<file path="config.mk">
export PLATFORM = sky130hd
export DESIGN_NAME = ccr_front
export DESIGN_NICKNAME = d
export VERILOG_FILES = /design/src/rtl/core/ccr_pkg.sv /design/src/rtl/core/ccr_front.sv
export SDC_FILE = /design/constraint.sdc
export NUM_CORES = 1
export LEC_CHECK = 0
export ABC_AREA = 1
export BUFFER_PORTS_ARGS = -buffer_cell sky130_fd_sc_hd__buf_4
export CAP_MARGIN = 25
export CORE_AREA = 2 2 280 282
export CTS_BUF_LIST = sky130_fd_sc_hd__clkbuf_4
export DETAILED_ROUTE_END_ITERATION = 6
export DIE_AREA = 0 0 282 284
export PLACE_DENSITY = 0.39
export SETUP_SLACK_MARGIN = 0.1
export SLEW_MARGIN = 20
export SYNTH_ARGS = -nofsm -noshare
export SYNTH_HDL_FRONTEND = slang
export SYNTH_SLANG_ARGS = --single-unit
</file>
<file path="constraint.sdc">
create_clock -name clk_i -period 27.3 [get_ports clk_i]
set_input_delay 4.095 -clock clk_i [delete_from_list [all_inputs] [get_ports clk_i]]
set_output_delay 4.095 -clock clk_i [all_outputs]
set_load 0.05 [all_outputs]
</file>
<file path="src/rtl/core/ccr_pkg.sv">
// ----------------------------------------------------------------------------
// Circle collision response package
// Shared types, codes, stage map and fixed-point helpers of the block.
// ----------------------------------------------------------------------------
`default_nettype none

package ccr_pkg;

  localparam int WordW      = 32;
  localparam int FracW      = 16;
  localparam int MassW      = 31;
  localparam int OpW        = 3;
  localparam int InDataW    = 352;
  localparam int OutDataW   = 256;
  localparam int QueueDepth = 4;
  localparam int QPtrW      = 2;
  localparam int QCntW      = 3;
  localparam int AddrW      = 4;

  localparam logic [OpW-1:0] OP_PAIR   = 3'd0;
  localparam logic [OpW-1:0] OP_LEFT   = 3'd1;
  localparam logic [OpW-1:0] OP_RIGHT  = 3'd2;
  localparam logic [OpW-1:0] OP_BOTTOM = 3'd3;
  localparam logic [OpW-1:0] OP_TOP    = 3'd4;

  localparam logic [1:0] REG_WALL_LEFT   = 2'd0;
  localparam logic [1:0] REG_WALL_RIGHT  = 2'd1;
  localparam logic [1:0] REG_WALL_BOTTOM = 2'd2;
  localparam logic [1:0] REG_WALL_TOP    = 2'd3;

  localparam logic [31:0] WALL_LEFT_RST   = 32'h0000_0000;
  localparam logic [31:0] WALL_RIGHT_RST  = 32'h0280_0000;
  localparam logic [31:0] WALL_BOTTOM_RST = 32'h0000_0000;
  localparam logic [31:0] WALL_TOP_RST    = 32'h01E0_0000;

  localparam int SqrtSteps = 32;
  localparam int EdivSteps = 17;
  localparam int DivSteps  = 33;

  localparam int ST_MULT_T = 0;
  localparam int ST_ADV    = 1;
  localparam int ST_DIFF   = 2;
  localparam int ST_SQ     = 3;
  localparam int ST_SUM    = 4;
  localparam int ST_WFIN   = 5;
  localparam int ST_SQRT0  = 6;
  localparam int ST_LEN    = ST_SQRT0 + SqrtSteps;
  localparam int ST_EDIV0  = ST_LEN + 1;
  localparam int ST_E      = ST_EDIV0 + EdivSteps;
  localparam int ST_NM     = ST_E + 1;
  localparam int ST_N      = ST_E + 2;
  localparam int ST_EM     = ST_E + 3;
  localparam int ST_R      = ST_E + 4;
  localparam int ST_MAG    = ST_E + 5;
  localparam int ST_DINIT  = ST_E + 6;
  localparam int ST_DIV0   = ST_E + 7;
  localparam int ST_AL     = ST_DIV0 + DivSteps;
  localparam int ST_FM     = ST_AL + 1;
  localparam int ST_FV     = ST_AL + 2;
  localparam int ST_FT     = ST_AL + 3;
  localparam int ST_FP     = ST_AL + 4;
  localparam int ST_SEL    = ST_AL + 5;
  localparam int NumStages = ST_SEL + 1;

  typedef logic signed [WordW-1:0] word_t;
  typedef logic signed [63:0] prod_t;
  typedef logic signed [65:0] wprod_t;

  typedef enum logic [2:0] {
    KIND_PAIR,
    KIND_LEFT,
    KIND_RIGHT,
    KIND_BOTTOM,
    KIND_TOP,
    KIND_PASS
  } kind_e;

  typedef struct packed {
    kind_e            kind;
    word_t            pax;
    word_t            pay;
    word_t            vax;
    word_t            vay;
    logic [MassW-1:0] ma;
    word_t            pbx;
    word_t            pby;
    word_t            vbx;
    word_t            vby;
    logic [MassW-1:0] mb;
    word_t            t;
  } item_t;

  typedef struct packed {
    word_t left;
    word_t right;
    word_t bottom;
    word_t top;
  } walls_t;

  typedef struct packed {
    logic full;
    logic empty;
  } q_stat_t;

  typedef struct packed {
    item_t        it;
    word_t        ax;
    word_t        ay;
    word_t        bx;
    word_t        by;
    logic [31:0]  msum;
    word_t        dx;
    word_t        dy;
    logic         deg;
    word_t        wterm;
    word_t        wpx;
    word_t        wpy;
    word_t        wvx;
    word_t        wvy;
    word_t        wr0;
    word_t        wr1;
    prod_t        p0;
    prod_t        p1;
    prod_t        p2;
    prod_t        p3;
    logic [63:0]  sq;
    logic [63:0]  root;
    logic [31:0]  len;
    logic [31:0]  remx;
    logic [31:0]  remy;
    logic         bitx;
    logic         bity;
    logic [16:0]  qx;
    logic [16:0]  qy;
    logic signed [17:0] ex;
    logic signed [17:0] ey;
    word_t        na;
    word_t        nb;
    word_t        rax;
    word_t        ray;
    word_t        rbx;
    word_t        rby;
    wprod_t       e0;
    wprod_t       e1;
    wprod_t       e2;
    wprod_t       e3;
    logic [65:0]  mga;
    logic [65:0]  mgb;
    logic         nega;
    logic         negb;
    logic         ovfa;
    logic         ovfb;
    logic [31:0]  rema;
    logic [31:0]  remb;
    logic [32:0]  qa;
    logic [32:0]  qb;
    word_t        al;
    word_t        bl;
    word_t        r0;
    word_t        r1;
    word_t        r2;
    word_t        r3;
    word_t        r4;
    word_t        r5;
    word_t        r6;
    word_t        r7;
  } ctx_t;

  function automatic word_t sat48(input logic signed [47:0] x);
    word_t r;
    if (x > 48'sh0000_7FFF_FFFF) begin
      r = 32'sh7FFF_FFFF;
    end else if (x < -48'sh0000_8000_0000) begin
      r = 32'sh8000_0000;
    end else begin
      r = x[31:0];
    end
    return r;
  endfunction

  function automatic prod_t mulw(input word_t a, input word_t b);
    return 64'(a) * 64'(b);
  endfunction

  // Product scaled down by the fraction width, truncated toward zero, saturated.
  function automatic word_t qt(input prod_t p);
    prod_t b;
    prod_t s;
    b = p + (p[63] ? 64'sd65535 : 64'sd0);
    s = b >>> FracW;
    return sat48(s[47:0]);
  endfunction

  function automatic logic [31:0] mag32(input word_t x);
    return x[31] ? 32'(-x) : 32'(x);
  endfunction

  function automatic word_t lim_word(input logic [32:0] q, input logic ovf, input logic neg);
    logic [32:0] lim;
    logic [32:0] v;
    logic [33:0] s;
    lim = neg ? 33'h0_8000_0000 : 33'h0_7FFF_FFFF;
    v   = (ovf || q > lim) ? lim : q;
    s   = neg ? -{1'b0, v} : {1'b0, v};
    return s[31:0];
  endfunction

endpackage

`default_nettype wire

</file>
<file path="src/rtl/core/ccr_front.sv">
// ----------------------------------------------------------------------------
// Circle collision response front end
// Takes input beats, decodes the event kind and hands items to the queue.
// ----------------------------------------------------------------------------
`default_nettype none

module ccr_front (
  input  wire logic                   clk_i,
  input  wire logic                   rst_ni,
  input  wire logic                   s_axis_tvalid,
  output logic                        s_axis_tready,
  // pos_ax, pos_ay, vel_ax, vel_ay, mass_a, pos_bx, pos_by, vel_bx, vel_by,
  // mass_b_or_radius, event_time, zero fill
  input  wire logic [ccr_pkg::InDataW-1:0] s_axis_tdata,
  // op
  input  wire logic [ccr_pkg::OpW-1:0]     s_axis_tuser,
  input  wire ccr_pkg::q_stat_t       stat_i,
  output logic                        push_o,
  output ccr_pkg::item_t              item_o
);
  import ccr_pkg::*;

  logic  vld_q, vld_d;
  item_t item_q, item_d;
  logic  acc;
  kind_e kind;

  always_comb begin
    case (s_axis_tuser)
      OP_PAIR:   kind = KIND_PAIR;
      OP_LEFT:   kind = KIND_LEFT;
      OP_RIGHT:  kind = KIND_RIGHT;
      OP_BOTTOM: kind = KIND_BOTTOM;
      OP_TOP:    kind = KIND_TOP;
      default:   kind = KIND_PASS;
    endcase
  end

  assign s_axis_tready = !vld_q || !stat_i.full;
  assign acc           = s_axis_tvalid && s_axis_tready;
  assign push_o        = vld_q && !stat_i.full;
  assign item_o        = item_q;

  always_comb begin
    vld_d  = vld_q;
    item_d = item_q;
    if (push_o) begin
      vld_d = 1'b0;
    end
    if (acc) begin
      vld_d       = 1'b1;
      item_d.kind = kind;
      item_d.pax  = s_axis_tdata[31:0];
      item_d.pay  = s_axis_tdata[63:32];
      item_d.vax  = s_axis_tdata[95:64];
      item_d.vay  = s_axis_tdata[127:96];
      item_d.ma   = s_axis_tdata[158:128];
      item_d.pbx  = s_axis_tdata[190:159];
      item_d.pby  = s_axis_tdata[222:191];
      item_d.vbx  = s_axis_tdata[254:223];
      item_d.vby  = s_axis_tdata[286:255];
      item_d.mb   = s_axis_tdata[317:287];
      item_d.t    = s_axis_tdata[349:318];
    end
  end

  always_ff @(posedge clk_i or negedge rst_ni) begin
    if (!rst_ni) begin
      vld_q <= 1'b0;
    end else begin
      vld_q <= vld_d;
    end
  end

  always_ff @(posedge clk_i) begin
    item_q <= item_d;
  end

endmodule

`default_nettype wire

</file>
* Yosys cells after proc, flatten, opt, wreduce, memory -nomap -nowiden
Index checks and enable logic that the tools add are counted.
** Word-level totals
- Register bits :: 354
- Input port bits :: 360
- Output and inout bits :: 355
- Logic and storage cells :: 27
** Cells by class
- Eq/ne operators :: 4
- Multiplexer cells :: 3
- Reductions and logical operators :: 7
** Operators with widths (count)
- one-hot mux 3 bit (5 select lines) :: 1
- == test 3 x 2 -> 1 bit, second input constant :: 2
- == test 3 x 1 -> 1 bit, second input constant :: 1
- == test 3 bit, second input constant :: 1
- logical NOT 3 bit :: 1
- logical AND 1 bit :: 2
- logical NOT 1 bit :: 2
- 2-to-1 mux 1 bit :: 2
- nonzero test 2 bit :: 1
- logical OR 1 bit :: 1

* Longest topological paths before layout
Gate-level depths: netlist of run 1.
- Word-level depth :: 4
- Depth in mapped cells :: 2
- Gate-level depth less buffers :: 2

* Worst setup path before layout of run 1
OpenSTA, ideal clock, no wires.
- Path kind :: input-to-reg
- From :: in s_axis_tvalid
- To :: reg item_q (netlist bit item_o[0]), enable pin
- Library setup time :: 1.185 ns
- Data arrival time :: 21.045 ns
- Required time :: 26.115 ns
- Path slack :: 5.070 ns
- Stages :: 2
- Buffers on the path :: 0
- Cells stage by stage :: inv_1 > a21oi_1
** Between the ends
- Cells in the longest elaborated chain, start to end :: 1
** RTL lines
- from (decl) :: RTL line ccr_front.sv:10 : input wire logic s_axis_tvalid,
- logical AND 1 bit :: RTL line ccr_front.sv:40 : assign acc = s_axis_tvalid && s_axis_tready;
- via acc :: RTL line ccr_front.sv:25 : logic acc;
- to (signal assigned) :: RTL line ccr_front.sv:76 : item_q <= item_d;
- to (decl) :: RTL line ccr_front.sv:24 : item_t item_q, item_d;
The timed path passes the listed nets, and every way through them passes these cells.
A chain may end at the register's enable or synchronous reset.

* Worst setup path after layout of run 1
- From :: in stat_i[1] in the netlist's numbering
- To :: out push_o
** Between the ends
- Cells in the longest elaborated chain, start to end :: 2
** RTL lines
- from (decl) :: RTL line ccr_front.sv:17 : input wire ccr_pkg::q_stat_t stat_i,
- logical NOT 1 bit :: RTL line ccr_front.sv:41 : assign push_o = vld_q && !stat_i.full;
- logical AND 1 bit :: RTL line ccr_front.sv:41
- to (decl) :: RTL line ccr_front.sv:18 : output logic push_o,
No other way between the ends.

==> impl_results.html, run 1 <==
<table>
<tr><th>Metric</th><th>Value</th></tr>
<tr><th colspan="2">Run status</th></tr>
<tr><td>Result of the run</td><td>completed</td></tr>
<tr><th colspan="2">Clock network</th></tr>
<tr><td>Root buf cell</td><td>sky130_fd_sc_hd__clkbuf_4</td></tr>
<tr><td>Hold-fix buffers at CTS</td><td>0</td></tr>
<tr><td>TritonCTS sink count</td><td>354</td></tr>
<tr><td>H-tree levels</td><td>3</td></tr>
<tr><td>Clk slew on worst S/H paths</td><td>0.06 ns</td></tr>
<tr><td>Max Buffers Root-to-Sink</td><td>3</td></tr>
<tr><td>Num CTS Buffers</td><td>approximately 100</td></tr>
<tr><td>TritonCTS clock tree</td><td>done</td></tr>
<tr><td>Count of instances resized after the clock tree is built</td><td>0</td></tr>
<tr><td>Clock latency reported for the late side of the worst-skew pair</td><td>0.88 ns</td></tr>
<tr><td>Post-CTS Setup Repair Bufs</td><td>0</td></tr>
<tr><th colspan="2">Detailed routing</th></tr>
<tr><td>Total number of vias</td><td>7131</td></tr>
<tr><td>First-iteration detailed-routing DRC count</td><td>244</td></tr>
<tr><td>Routed via count divided by cell count</td><td>3.09</td></tr>
<tr><td>Met2 wirelength from detailed routing</td><td>20500 um</td></tr>
<tr><td>Pre-antenna DRT Iters</td><td>6</td></tr>
<tr><td>Antenna viol nets, final</td><td>0</td></tr>
<tr><td>Met3 wire length</td><td>4910 um</td></tr>
<tr><td>DR DRC count</td><td>0</td></tr>
<tr><td>Sum of routed wire length over all layers</td><td>between 30000 and 40000 um</td></tr>
<tr><td>Routed len/inst</td><td>16.5 um</td></tr>
<tr><td>Uppermost metal layer occupied by signal nets</td><td>met5</td></tr>
<tr><td>Length of routed wiring on met1</td><td>between 10000 and 15000 um</td></tr>
<tr><th colspan="2">Place</th></tr>
<tr><td>Placed insts</td><td>2120</td></tr>
<tr><td>HPWL after detailed placement</td><td>29100 um</td></tr>
<tr><td>Number of I/O port buffers</td><td>711</td></tr>
<tr><td>Final Wtd Congestion</td><td>about 0.76</td></tr>
<tr><td>Placed cell areas</td><td>approximately 17000 um2</td></tr>
<tr><th colspan="2">GRT</th></tr>
<tr><td>Global-route usage over all layers</td><td>8.95%</td></tr>
<tr><td>Largest net degree at the start of global routing</td><td>155</td></tr>
<tr><td>Via count of the first global-routing pass</td><td>slightly below 8000</td></tr>
<tr><td>Total congestion overflow</td><td>0</td></tr>
<tr><td>First-pass GRT wire length</td><td>a little over 50000 um</td></tr>
<tr><td>Antenna violations before repair</td><td>8</td></tr>
<tr><th colspan="2">Worst hold path</th></tr>
<tr><td>Min-Delay Startpoint</td><td>vld_q</td></tr>
<tr><td>Hold worst-path end</td><td>vld_q</td></tr>
<tr><td>Type of the most critical hold path</td><td>flop to flop</td></tr>
<tr><td>Worst hold path depth</td><td>2</td></tr>
<tr><th colspan="2">Cells and area</th></tr>
<tr><td>Post-Layout Inst Area</td><td>18700 um2</td></tr>
<tr><td>Count of placed standard cells in the final layout, fillers left out</td><td>2305</td></tr>
<tr><td>Relative area change from synthesis to final layout</td><td>74.8%</td></tr>
<tr><td>Fraction of layout cells with a size suffix above 1</td><td>a little over two thirds</td></tr>
<tr><td>Total of fill cells in the finished design</td><td>between 8000 and 9000</td></tr>
<tr><td>Number of nets in the layout</td><td>1545</td></tr>
<tr><th colspan="2">Job</th></tr>
<tr><td>Maximum Capacitance Violations</td><td>0</td></tr>
<tr><th colspan="2">Critical path</th></tr>
<tr><td>Type of the setup path with the least slack</td><td>primary input to primary output</td></tr>
<tr><td>CP Launch Type</td><td>primary input</td></tr>
<tr><td>Most numerous cell on the critical path</td><td>sky130_fd_sc_hd__buf_4</td></tr>
<tr><td>Crit path largest cell delay</td><td>0.20 ns</td></tr>
<tr><td>Type of element capturing the critical path</td><td>primary output</td></tr>
<tr><td>Critical path fanouts, max</td><td>3</td></tr>
<tr><td>Worst Path Arrival</td><td>about 4.5 ns</td></tr>
<tr><td>CP required</td><td>23.20 ns</td></tr>
<tr><td>Slowest cell on crit path</td><td>sky130_fd_sc_hd__buf_4</td></tr>
<tr><td>Source of the worst register-to-register timing path</td><td>vld_q</td></tr>
<tr><td>Cell breakdown of the critical path</td><td>buf_4 -&gt; nor2_1 -&gt; buf_4</td></tr>
<tr><td>Reg-to-reg setup timing slack</td><td>approximately 23 ns</td></tr>
<tr><td>Reg-to-Reg End</td><td>item_o[3]</td></tr>
<tr><td>Worst reg2reg path depth</td><td>4</td></tr>
<tr><th colspan="2">Logic synthesis</th></tr>
<tr><td>Sequential share of the synthesized area</td><td>99.6%</td></tr>
<tr><td>Distinct cells, synth</td><td>7</td></tr>
<tr><td>Net count after synthesis</td><td>726</td></tr>
<tr><td>Register bit count reported by yosys</td><td>354</td></tr>
<tr><td>Average cell area after synthesis</td><td>29.2 um2</td></tr>
<tr><td>Synth Cell Area</td><td>10700 um2</td></tr>
<tr><td>Number of standard cells after synthesis</td><td>366</td></tr>
<tr><td>Total of warnings raised by yosys</td><td>0</td></tr>
<tr><th colspan="2">STA</th></tr>
<tr><td>Final period util</td><td>31.6%</td></tr>
<tr><td>Transition time of the tightest slew-check pin</td><td>0.973 ns</td></tr>
<tr><td>Final slew viol count</td><td>0</td></tr>
<tr><td>Fin Setup TNS</td><td>0 ns</td></tr>
<tr><td>Setup-failing EPs final</td><td>0</td></tr>
<tr><td>Hold Worst Slack</td><td>0.582 ns</td></tr>
<tr><td>Final clock skew</td><td>0.0844 ns</td></tr>
<tr><td>Final-report hold violation count</td><td>0</td></tr>
<tr><td>Max_slew headroom</td><td>35.1%</td></tr>
<tr><td>Highest clock frequency the design can meet</td><td>approximately 120 MHz</td></tr>
<tr><td>Setup repair after global routing missed its margin</td><td>false</td></tr>
<tr><td>Final critical delay including setup and external delays</td><td>8.63 ns</td></tr>
<tr><th colspan="2">Floorplan</th></tr>
<tr><td>Area of the core region</td><td>77000 um2</td></tr>
<tr><td>Total die area</td><td>80100 um2</td></tr>
<tr><td>Number of placement rows</td><td>102</td></tr>
<tr><td>Number of top-level pins</td><td>715</td></tr>
<tr><td>Die X-Extent</td><td>about 280 um</td></tr>
<tr><td>Starting Density</td><td>13.9%</td></tr>
<tr><td>Die H</td><td>284 um</td></tr>
<tr><th colspan="2">Pwr</th></tr>
<tr><td>Reported leakage power</td><td>7.62 nW</td></tr>
<tr><td>Power density over the cells</td><td>71.8 nW/um2</td></tr>
<tr><td>Maximum resistive drop on vdd</td><td>approximately 0.000030 V</td></tr>
</table>
==> through the flow <==
step	power, W	setup WS, ns	util [%]
floorplan	0.000786	5.07	-
global placement	0.000862	18.65	22.6
detailed placement	0.000862	18.67	22.6
CTS	0.00137	18.67	24.2
global route	0.00141	18.66	24.2
finish	0.00134	18.67	24.2
==> report_power, final <==
part	switching, W	total [W]	internal, W
clock network	0.000236	0.000492	0.000256
registers	0.00000912	0.000644	0.000635
logic	0.000136	0.000203	0.0000668
total	0.000381	0.00134	0.000958
==> routing by layer <==
metal / vias up / global-route usage, %
li1: 3201 / -
met1: 3362 / 7.91
met2: 468 / 16.4
met3: 96 / 4.92
met4: 4 / 3.90
met5: - / 0
==> registers in the layout, summed over array words and instances, names as in the netlist <==
name	count
item_o	353
vld_q	1
==> cell usage after synthesis (all sizes together) <==
cell / count / share of area, %
a21oi: 1 / 0.047
clkbuf: 1 / 0.035
dfrtp: 1 / 0.23
edfxtp: 353 / 99
inv: 4 / 0.14
nand2: 4 / 0.14
nor2: 2 / 0.070
==> logic make-up after synthesis <==
group	count (synthesis)	synth area share (%)
AO/OA/AOI/OAI	1	0.0469
buffers and inverters	5	0.176
AND/OR/NAND/NOR	6	0.211
flip-flops	354	99.6
==> cell type report <==
type                            count  area (um2)  area share, %
Antenna cell                        7        17.5         0.0939
Timing Repair Buffer              715        5380           28.8
Clock buffer                      147        1100           5.92
Inverter                            4        15.0         0.0805
Multi-Input combinational cell      7        38.8          0.208
Tap cell                         1040        1300           6.98
Clock inverter                     31         169          0.906
Sequential cell                   354       10600           57.0
==> placed cells by master, fill, tap and decap left out <==
master | Yosys | layout
sky130_fd_sc_hd__inv_2 | 0 | 2
sky130_fd_sc_hd__buf_4 | 0 | 714
sky130_fd_sc_hd__diode_2 | 0 | 7
sky130_fd_sc_hd__inv_1 | 4 | 4
sky130_fd_sc_hd__a21oi_4 | 0 | 1
sky130_fd_sc_hd__clkbuf_4 | 0 | 147
sky130_fd_sc_hd__inv_6 | 0 | 1
sky130_fd_sc_hd__buf_12 | 0 | 1
sky130_fd_sc_hd__nor2_1 | 2 | 2
sky130_fd_sc_hd__edfxtp_1 | 353 | 353
sky130_fd_sc_hd__nand2_1 | 4 | 4
sky130_fd_sc_hd__bufinv_16 | 0 | 1
sky130_fd_sc_hd__clkinv_4 | 0 | 3
sky130_fd_sc_hd__clkinv_1 | 0 | 19
sky130_fd_sc_hd__clkinv_2 | 0 | 5
sky130_fd_sc_hd__dfrtp_1 | 1 | 1
==> how the worst max path moves through the flow <==
stage                        from         to  slack, ns  cells past startpoint
detailed placement      stat_i[1]     push_o      18.67                      3
finish                  stat_i[1]     push_o      18.67                      3
global route            stat_i[1]     push_o      18.66                      3
floorplan           s_axis_tvalid  item_o[0]       5.07                      2
global placement        stat_i[1]     push_o      18.65                      3
CTS                     stat_i[1]     push_o      18.67                      3
==> worst max-delay path, delay by kind of cell <==
family / cells / cell delay [ns]
and+or+nand+nor: 1 / 0.10
buffers and inverters: 2 / 0.33
Note: power is estimated with default switching activity, not from simulation.
==> run 2, diff against run 1 <==
Clock period 27.3 ns to 8.7 ns, I/O delays scaled along.
==> impl_results.html, run 2 (synthesis gave the netlist of run 1 again) <==
<table>
<tr><th>Metric</th><th>Value</th></tr>
<tr><th colspan="2">Worst hold path</th></tr>
<tr><td>Type of the most critical hold path</td><td>primary input to asynchronous set/reset pin</td></tr>
<tr><th colspan="2">Floorplan</th></tr>
<tr><td>Area of the core region</td><td>77000 um2 (unchanged)</td></tr>
<tr><td>Starting Density</td><td>13.9% (unchanged)</td></tr>
<tr><td>Number of placement rows</td><td>102 (unchanged)</td></tr>
<tr><td>Total die area</td><td>80100 um2 (unchanged)</td></tr>
<tr><td>Die X-Extent</td><td>282 um (unchanged)</td></tr>
<tr><td>Number of top-level pins</td><td>715 (unchanged)</td></tr>
<tr><td>Die H</td><td>284 um (unchanged)</td></tr>
<tr><th colspan="2">Critical path</th></tr>
<tr><td>Worst Path Arrival</td><td>1.76 ns (-2.78 ns)</td></tr>
<tr><td>Cell breakdown of the critical path</td><td>buf_4 -&gt; nor2_1 -&gt; buf_4</td></tr>
<tr><td>Sum of buffers and inverters on the critical path</td><td>2 (unchanged)</td></tr>
<tr><td>CP required</td><td>7.39 ns (-15.81 ns)</td></tr>
<tr><td>Type of element capturing the critical path</td><td>primary output</td></tr>
<tr><td>Source of the worst register-to-register timing path</td><td>vld_q</td></tr>
<tr><td>Crit path largest cell delay</td><td>0.21 ns (about the same)</td></tr>
<tr><td>Reg-to-reg setup timing slack</td><td>6.47 ns (-16.90 ns)</td></tr>
<tr><td>Type of the setup path with the least slack</td><td>primary input to primary output</td></tr>
<tr><td>CP Launch Type</td><td>primary input</td></tr>
<tr><td>Slowest cell on crit path</td><td>sky130_fd_sc_hd__buf_4</td></tr>
<tr><td>Critical path fanouts, max</td><td>3 (unchanged)</td></tr>
<tr><td>Critical path's top delay family</td><td>buffers and inverters</td></tr>
<tr><td>Worst reg2reg path depth</td><td>3 (-1)</td></tr>
<tr><td>Reg-to-Reg End</td><td>item_o[184]</td></tr>
<tr><td>Beginning of the critical path</td><td>stat_i[1]</td></tr>
<tr><td>Most numerous cell on the critical path</td><td>sky130_fd_sc_hd__buf_4</td></tr>
<tr><th colspan="2">STA</th></tr>
<tr><td>Final-report hold violation count</td><td>0 (unchanged)</td></tr>
<tr><td>Highest clock frequency the design can meet</td><td>around 330 MHz</td></tr>
<tr><td>Setup repair after global routing missed its margin</td><td>false</td></tr>
<tr><td>Final slew viol count</td><td>0 (unchanged)</td></tr>
<tr><td>Max_slew headroom</td><td>31.3% (-3.8 points)</td></tr>
<tr><td>Final period util</td><td>35.3%</td></tr>
<tr><td>Transition time of the tightest slew-check pin</td><td>1.03 ns (+0.0576 ns)</td></tr>
<tr><td>Hold Worst Slack</td><td>0.279 ns (-0.303 ns)</td></tr>
<tr><td>Final critical delay including setup and external delays</td><td>~3.1 ns</td></tr>
<tr><td>Fin Setup TNS</td><td>0 ns (unchanged)</td></tr>
<tr><td>Setup-failing EPs final</td><td>0 (unchanged)</td></tr>
<tr><td>Setup slack after layout</td><td>5.63 ns (-13.04 ns)</td></tr>
<tr><td>Final clock skew</td><td>0.0472 ns (-0.0372 ns)</td></tr>
<tr><th colspan="2">Job</th></tr>
<tr><td>Maximum Capacitance Violations</td><td>0 (unchanged)</td></tr>
<tr><th colspan="2">Place</th></tr>
<tr><td>HPWL after detailed placement</td><td>28200 um (-3.2%)</td></tr>
<tr><td>Number of I/O port buffers</td><td>711 (unchanged)</td></tr>
<tr><td>Worst setup slack before clock tree synthesis</td><td>5.40 ns (-13.26 ns)</td></tr>
<tr><td>Final Wtd Congestion</td><td>0.784 (+2.9%)</td></tr>
<tr><td>Placed insts</td><td>2120 (unchanged)</td></tr>
<tr><th colspan="2">Pwr</th></tr>
<tr><td>Maximum resistive drop on vdd</td><td>0.0000937 V (+210%)</td></tr>
<tr><td>Reported leakage power</td><td>7.63 nW (about the same)</td></tr>
<tr><td>Power density over the cells</td><td>226 nW/um2 (+210%)</td></tr>
<tr><th colspan="2">Cells and area</th></tr>
<tr><td>Number of nets in the layout</td><td>1542 (-0.19%)</td></tr>
<tr><td>Fraction of layout cells with a size suffix above 1</td><td>69.3% (-0.24 points)</td></tr>
<tr><td>Final core occ</td><td>24.3% (+0.029 points)</td></tr>
<tr><td>Commonest non-fill, non-tap cell in the layout</td><td>sky130_fd_sc_hd__buf_4</td></tr>
<tr><td>Flip-flop count of the largest register, all copies and words added</td><td>353 (unchanged)</td></tr>
<tr><td>Relative area change from synthesis to final layout</td><td>75.0%</td></tr>
<tr><td>Total of fill cells in the finished design</td><td>8078 (-0.12%)</td></tr>
<tr><td>Count of placed standard cells in the final layout, fillers left out</td><td>2299 (-0.26%)</td></tr>
<tr><td>Most frequent cells in the layout</td><td>sky130_fd_sc_hd__buf_4 (713), sky130_fd_sc_hd__edfxtp_1 (353), sky130_fd_sc_hd__clkbuf_4 (145)</td></tr>
<tr><th colspan="2">GRT</th></tr>
<tr><td>Antenna violations before repair</td><td>10 (+2)</td></tr>
<tr><td>Via count of the first global-routing pass</td><td>7779 (+0.91%)</td></tr>
<tr><td>Largest net degree at the start of global routing</td><td>151 (-2.6%)</td></tr>
<tr><td>Global-route usage over all layers</td><td>8.75% (-0.19 points)</td></tr>
<tr><td>First-pass GRT wire length</td><td>50500 um (-1.5%)</td></tr>
<tr><td>Total congestion overflow</td><td>0 (unchanged)</td></tr>
<tr><th colspan="2">Clock network</th></tr>
<tr><td>H-tree levels</td><td>3 (unchanged)</td></tr>
<tr><td>Max Buffers Root-to-Sink</td><td>3 (unchanged)</td></tr>
<tr><td>TritonCTS clock tree</td><td>done</td></tr>
<tr><td>Hold-fix buffers at CTS</td><td>0 (unchanged)</td></tr>
<tr><td>Root buf cell</td><td>sky130_fd_sc_hd__clkbuf_4</td></tr>
<tr><td>TritonCTS sink count</td><td>354 (unchanged)</td></tr>
<tr><td>Clk slew on worst S/H paths</td><td>0.06 ns (about the same)</td></tr>
<tr><td>Post-CTS Setup Repair Bufs</td><td>0 (unchanged)</td></tr>
<tr><td>Clock latency reported for the late side of the worst-skew pair</td><td>0.83 ns (-0.05 ns)</td></tr>
<tr><td>Num CTS Buffers</td><td>100 (-2.9%)</td></tr>
<tr><td>Count of instances resized after the clock tree is built</td><td>0 (unchanged)</td></tr>
<tr><th colspan="2">Detailed routing</th></tr>
<tr><td>First-iteration detailed-routing DRC count</td><td>250 (+2.5%)</td></tr>
<tr><td>Routed via count divided by cell count</td><td>3.09 (about the same)</td></tr>
<tr><td>Pre-antenna DRT Iters</td><td>4 (-2)</td></tr>
<tr><td>Antenna viol nets, final</td><td>0 (unchanged)</td></tr>
<tr><td>DR DRC count</td><td>0 (unchanged)</td></tr>
<tr><td>Routed len/inst</td><td>16.2 um (-2.3%)</td></tr>
<tr><td>Sum of routed wire length over all layers</td><td>37200 um (-2.6%)</td></tr>
<tr><td>Total number of vias</td><td>7109 (-0.31%)</td></tr>
<tr><th colspan="2">Run status</th></tr>
<tr><td>Result of the run</td><td>completed</td></tr>
</table>
run 2: cell count changes in the layout (fill, tap and decap cells not counted):
cell                        previous run  this run
sky130_fd_sc_hd__clkbuf_4            147       145
sky130_fd_sc_hd__inv_2                 2         0
sky130_fd_sc_hd__buf_12                1         2
sky130_fd_sc_hd__diode_2               7         1
sky130_fd_sc_hd__inv_6                 1         2
sky130_fd_sc_hd__buf_4               714       713
sky130_fd_sc_hd__clkinv_1             19        22
sky130_fd_sc_hd__clkinv_4              3         2
sky130_fd_sc_hd__clkinv_2              5         4
sky130_fd_sc_hd__inv_8                 0         1
sky130_fd_sc_hd__bufinv_16             1         2
run 2: how the worst max path moves through the flow:
| stage | end | slack [ns] | cells after the start |
|---|---|---|---|
| finish | push_o | 5.63 | 3 |
| global route | push_o | 5.62 | 3 |
| CTS | push_o | 5.63 | 3 |
| detailed placement | item_o[104] | 5.40 | 4 |
| global placement | item_o[311] | 5.45 | 4 |
| floorplan | item_o[0] | 1.14 | 2 |
run 2: metrics by stage:
step,power (W),area [um2]
6_report,0.00421,18700
2_1_floorplan,0.00242,10700
3_5_place_dp,0.00270,17400
4_1_cts,0.00433,18700
3_3_place_gp,0.00270,17400
5_1_grt,0.00441,18700
run 2: metal layers:
| layer | vias to the layer above | GRT usage, % | routed length (um) |
|---|---|---|---|
| met3 | 97 | 4.60 | 4720 |
| li1 | 3184 | - | - |
| met2 | 467 | 16.0 | 19900 |
| met1 | 3349 | 7.68 | 11100 |
| met4 | 12 | 4.51 | 1320 |
| met5 | - | 0 | 76 |
run 2: worst register-to-register path: stages (launching register included):
cell                      delay [ns]
sky130_fd_sc_hd__dfrtp_1        0.42
sky130_fd_sc_hd__a21oi_4        0.15
sky130_fd_sc_hd__buf_4          0.45
sky130_fd_sc_hd__buf_12         0.60
run 2: area by class of cell:
class / count / area [um2] / area share, %
antenna: 1 / 2.50 / 0.0134
clock buffer: 145 / 1090 / 5.83
clock inverter: 33 / 209 / 1.12
inverter: 4 / 15.0 / 0.0804
multi-input combinational: 7 / 38.8 / 0.208
sequential: 354 / 10600 / 56.9
tap: 1040 / 1300 / 6.97
timing repair buffer: 715 / 5390 / 28.9
run 2: power by group:
| part | leakage, nW | internal, W | switching [W] | total, W |
|---|---|---|---|---|
| combinational | 3.48 | 0.000211 | 0.000426 | 0.000636 |
| clock | 0.769 | 0.000827 | 0.000731 | 0.00156 |
| sequential | 3.37 | 0.00199 | 0.0000270 | 0.00202 |
==> run 3, diff against run 2 <==
Settings changed: PLACE_DENSITY 0.39 to 0.4.
Clock period 8.7 ns to 2.8 ns, I/O delays scaled along.
==> impl_results.html, run 3 (synthesis gave the netlist of run 1 again) <==
<table>
<tr><th>Metric</th><th>Value</th></tr>
<tr><th colspan="2">Detailed routing</th></tr>
<tr><td>DR DRC count</td><td>0 (unchanged)</td></tr>
<tr><td>Total number of vias</td><td>8545 (+20%)</td></tr>
<tr><td>Routed via count divided by cell count</td><td>3.20 (+3.4%)</td></tr>
<tr><td>Routed len/inst</td><td>15.2 um (-6.2%)</td></tr>
<tr><td>Antenna viol nets, final</td><td>0 (unchanged)</td></tr>
<tr><td>Sum of routed wire length over all layers</td><td>40500 um (+9.0%)</td></tr>
<tr><td>Pre-antenna DRT Iters</td><td>4 (unchanged)</td></tr>
<tr><td>First-iteration detailed-routing DRC count</td><td>202 (-19%)</td></tr>
<tr><th colspan="2">Place</th></tr>
<tr><td>HPWL after detailed placement</td><td>28700 um (+2.0%)</td></tr>
<tr><td>Placed cell areas</td><td>17400 um2 (+0.32%)</td></tr>
<tr><td>Placed insts</td><td>2124 (+0.19%)</td></tr>
<tr><td>Final Wtd Congestion</td><td>0.773 (-1.3%)</td></tr>
<tr><td>Number of I/O port buffers</td><td>711 (unchanged)</td></tr>
<tr><th colspan="2">Cells and area</th></tr>
<tr><td>Final core occ</td><td>29.0% (+4.8 points)</td></tr>
<tr><td>Relative area change from synthesis to final layout</td><td>109%</td></tr>
<tr><td>Number of nets in the layout</td><td>1908 (+24%)</td></tr>
<tr><td>Post-Layout Inst Area</td><td>22400 um2 (+20%)</td></tr>
<tr><td>Commonest non-fill, non-tap cell in the layout</td><td>sky130_fd_sc_hd__buf_4</td></tr>
<tr><td>Fraction of layout cells with a size suffix above 1</td><td>54.0% (-15 points)</td></tr>
<tr><td>Most frequent cells in the layout</td><td>sky130_fd_sc_hd__buf_4 (715), sky130_fd_sc_hd__dlygate4sd3_1 (359), sky130_fd_sc_hd__edfxtp_1 (353)</td></tr>
<tr><td>Flip-flop count of the largest register, all copies and words added</td><td>353 (unchanged)</td></tr>
<tr><td>Count of placed standard cells in the final layout, fillers left out</td><td>2672 (+16%)</td></tr>
<tr><th colspan="2">Clock network</th></tr>
<tr><td>Clock latency reported for the late side of the worst-skew pair</td><td>0.82 ns (about the same)</td></tr>
<tr><td>Clk slew on worst S/H paths</td><td>0.07 ns (about the same)</td></tr>
<tr><td>TritonCTS sink count</td><td>354 (unchanged)</td></tr>
<tr><td>Num CTS Buffers</td><td>103 (+3.0%)</td></tr>
<tr><td>Root buf cell</td><td>sky130_fd_sc_hd__clkbuf_4</td></tr>
<tr><td>H-tree levels</td><td>3 (unchanged)</td></tr>
<tr><td>Count of instances resized after the clock tree is built</td><td>0 (unchanged)</td></tr>
<tr><td>TritonCTS clock tree</td><td>done</td></tr>
<tr><td>Max Buffers Root-to-Sink</td><td>3 (unchanged)</td></tr>
<tr><th colspan="2">STA</th></tr>
<tr><td>Highest clock frequency the design can meet</td><td>around 460 MHz</td></tr>
<tr><td>Fin Setup TNS</td><td>0 ns (unchanged)</td></tr>
<tr><td>Final critical delay including setup and external delays</td><td>2.18 ns</td></tr>
<tr><td>Max_slew headroom</td><td>58.5% (+27 points)</td></tr>
<tr><td>Setup-failing EPs final</td><td>0 (unchanged)</td></tr>
<tr><td>Setup repair after global routing missed its margin</td><td>false</td></tr>
<tr><td>Final period util</td><td>78.0%</td></tr>
<tr><td>Final-report hold violation count</td><td>0 (unchanged)</td></tr>
<tr><td>Final slew viol count</td><td>0 (unchanged)</td></tr>
<tr><td>Transition time of the tightest slew-check pin</td><td>0.622 ns (-0.409 ns)</td></tr>
<tr><td>Final clock skew</td><td>0.0564 ns (+0.00920 ns)</td></tr>
<tr><th colspan="2">Critical path</th></tr>
<tr><td>Worst Path Arrival</td><td>1.76 ns (about the same)</td></tr>
<tr><td>Worst reg2reg path depth</td><td>3 (unchanged)</td></tr>
<tr><td>CP Launch Type</td><td>flop</td></tr>
<tr><td>CP required</td><td>2.38 ns (-5.01 ns)</td></tr>
<tr><td>Critical path fanouts, max</td><td>3 (unchanged)</td></tr>
<tr><td>Type of element capturing the critical path</td><td>primary output</td></tr>
<tr><td>Type of the setup path with the least slack</td><td>flop to primary output</td></tr>
<tr><th colspan="2">Worst hold path</th></tr>
<tr><td>Type of the most critical hold path</td><td>primary input to flop</td></tr>
<tr><td>Worst hold path depth</td><td>2</td></tr>
<tr><th colspan="2">GRT</th></tr>
<tr><td>Global-route usage over all layers</td><td>9.58% (+0.82 points)</td></tr>
<tr><td>Largest net degree at the start of global routing</td><td>94 (-38%)</td></tr>
<tr><td>Total congestion overflow</td><td>0 (unchanged)</td></tr>
<tr><td>Antenna violations before repair</td><td>8 (-2)</td></tr>
<tr><td>Via count of the first global-routing pass</td><td>9651 (+24%)</td></tr>
<tr><td>First-pass GRT wire length</td><td>56900 um (+13%)</td></tr>
<tr><th colspan="2">Floorplan</th></tr>
<tr><td>Area of the core region</td><td>77000 um2 (unchanged)</td></tr>
<tr><td>Die X-Extent</td><td>282 um (unchanged)</td></tr>
<tr><td>Number of placement rows</td><td>102 (unchanged)</td></tr>
<tr><td>Number of top-level pins</td><td>715 (unchanged)</td></tr>
<tr><td>Total die area</td><td>80100 um2 (unchanged)</td></tr>
<tr><td>Die H</td><td>284 um (unchanged)</td></tr>
<tr><td>Starting Density</td><td>13.9% (unchanged)</td></tr>
<tr><th colspan="2">Job</th></tr>
<tr><td>Maximum Capacitance Violations</td><td>0 (unchanged)</td></tr>
<tr><th colspan="2">Pwr</th></tr>
<tr><td>Reported leakage power</td><td>9.16 nW (+20%)</td></tr>
<tr><td>Total power consumption of the routed design</td><td>0.0136 W (+220%)</td></tr>
<tr><td>Maximum resistive drop on vdd</td><td>0.000317 V (+240%)</td></tr>
<tr><td>Power density over the cells</td><td>610 nW/um2 (+170%)</td></tr>
<tr><th colspan="2">Run status</th></tr>
<tr><td>Result of the run</td><td>completed</td></tr>
</table>
[run 3: changes by cell type in the layout (fill, tap and decap cells not counted), sizes merged, moves of 4 or more]
cell         previous run  this run
clkinv                 28        33
buf                   715       719
dlygate4sd3             0       359
diode                   1         8
clkbuf                145       140
[run 3: what timing repair did]
item | CTS | global route
setup buffers | 0 | 0
hold buffers | 359 | 0
hold endpoints to repair | 368 | 0
[run 3: worst paths after layout]
path	start	endpoint	slack, ns
worst min-delay path	s_axis_tdata[40]	item_o[294]	0.28
worst max register to register	vld_q	item_o[242]	1.03
max in group asynchronous	rst_ni	vld_q	2.24
worst max-delay path	vld_q	push_o	0.62
worst min register to register	vld_q	item_o[36]	0.83
min in group asynchronous	rst_ni	vld_q	0.45
[run 3: per-stage QoR]
step	hold slack, ns	setup slack, ns
after floorplan	0.124	-3.99
after global placement	0.197	0.950
after detailed placement	0.199	0.917
after CTS	0.121	0.447
after global routing	0.114	0.432
final	0.284	0.616
[run 3: worst max-delay path: stages (launching register included)]
cell	delay, ns
sky130_fd_sc_hd__dfrtp_1	0.41
sky130_fd_sc_hd__inv_1	0.05
sky130_fd_sc_hd__nor2_1	0.22
sky130_fd_sc_hd__buf_4	0.25
[run 3: cell type report]
| cell class | count | area (um2) |
|---|---|---|
| Tap cell | 1040 | 1300 |
| Antenna cell | 8 | 20.0 |
| Fill cell | 7749 | 54600 |
| Sequential cell | 354 | 10600 |
| Multi-Input combinational cell | 7 | 38.8 |
| Clock buffer | 140 | 1050 |
| Clock inverter | 41 | 262 |
| Timing Repair Buffer | 1078 | 9040 |
| Inverter | 4 | 15.0 |
[run 3: power breakdown]
part / switching (W) / leakage, nW / internal, W
combinational: 0.00144 / 5.01 / 0.000992
sequential: 0.0000841 / 3.37 / 0.00619
clock: 0.00233 / 0.777 / 0.00260
[run 3: layer usage]
| metal | global-route usage, % | part of all wire, % |
|---|---|---|
| met1 | 9.05 | 33 |
| met2 | 17.6 | 53 |
| met3 | 4.47 | 11 |
| met4 | 3.90 | 2.9 |
| met5 | 0 | 0.067 |
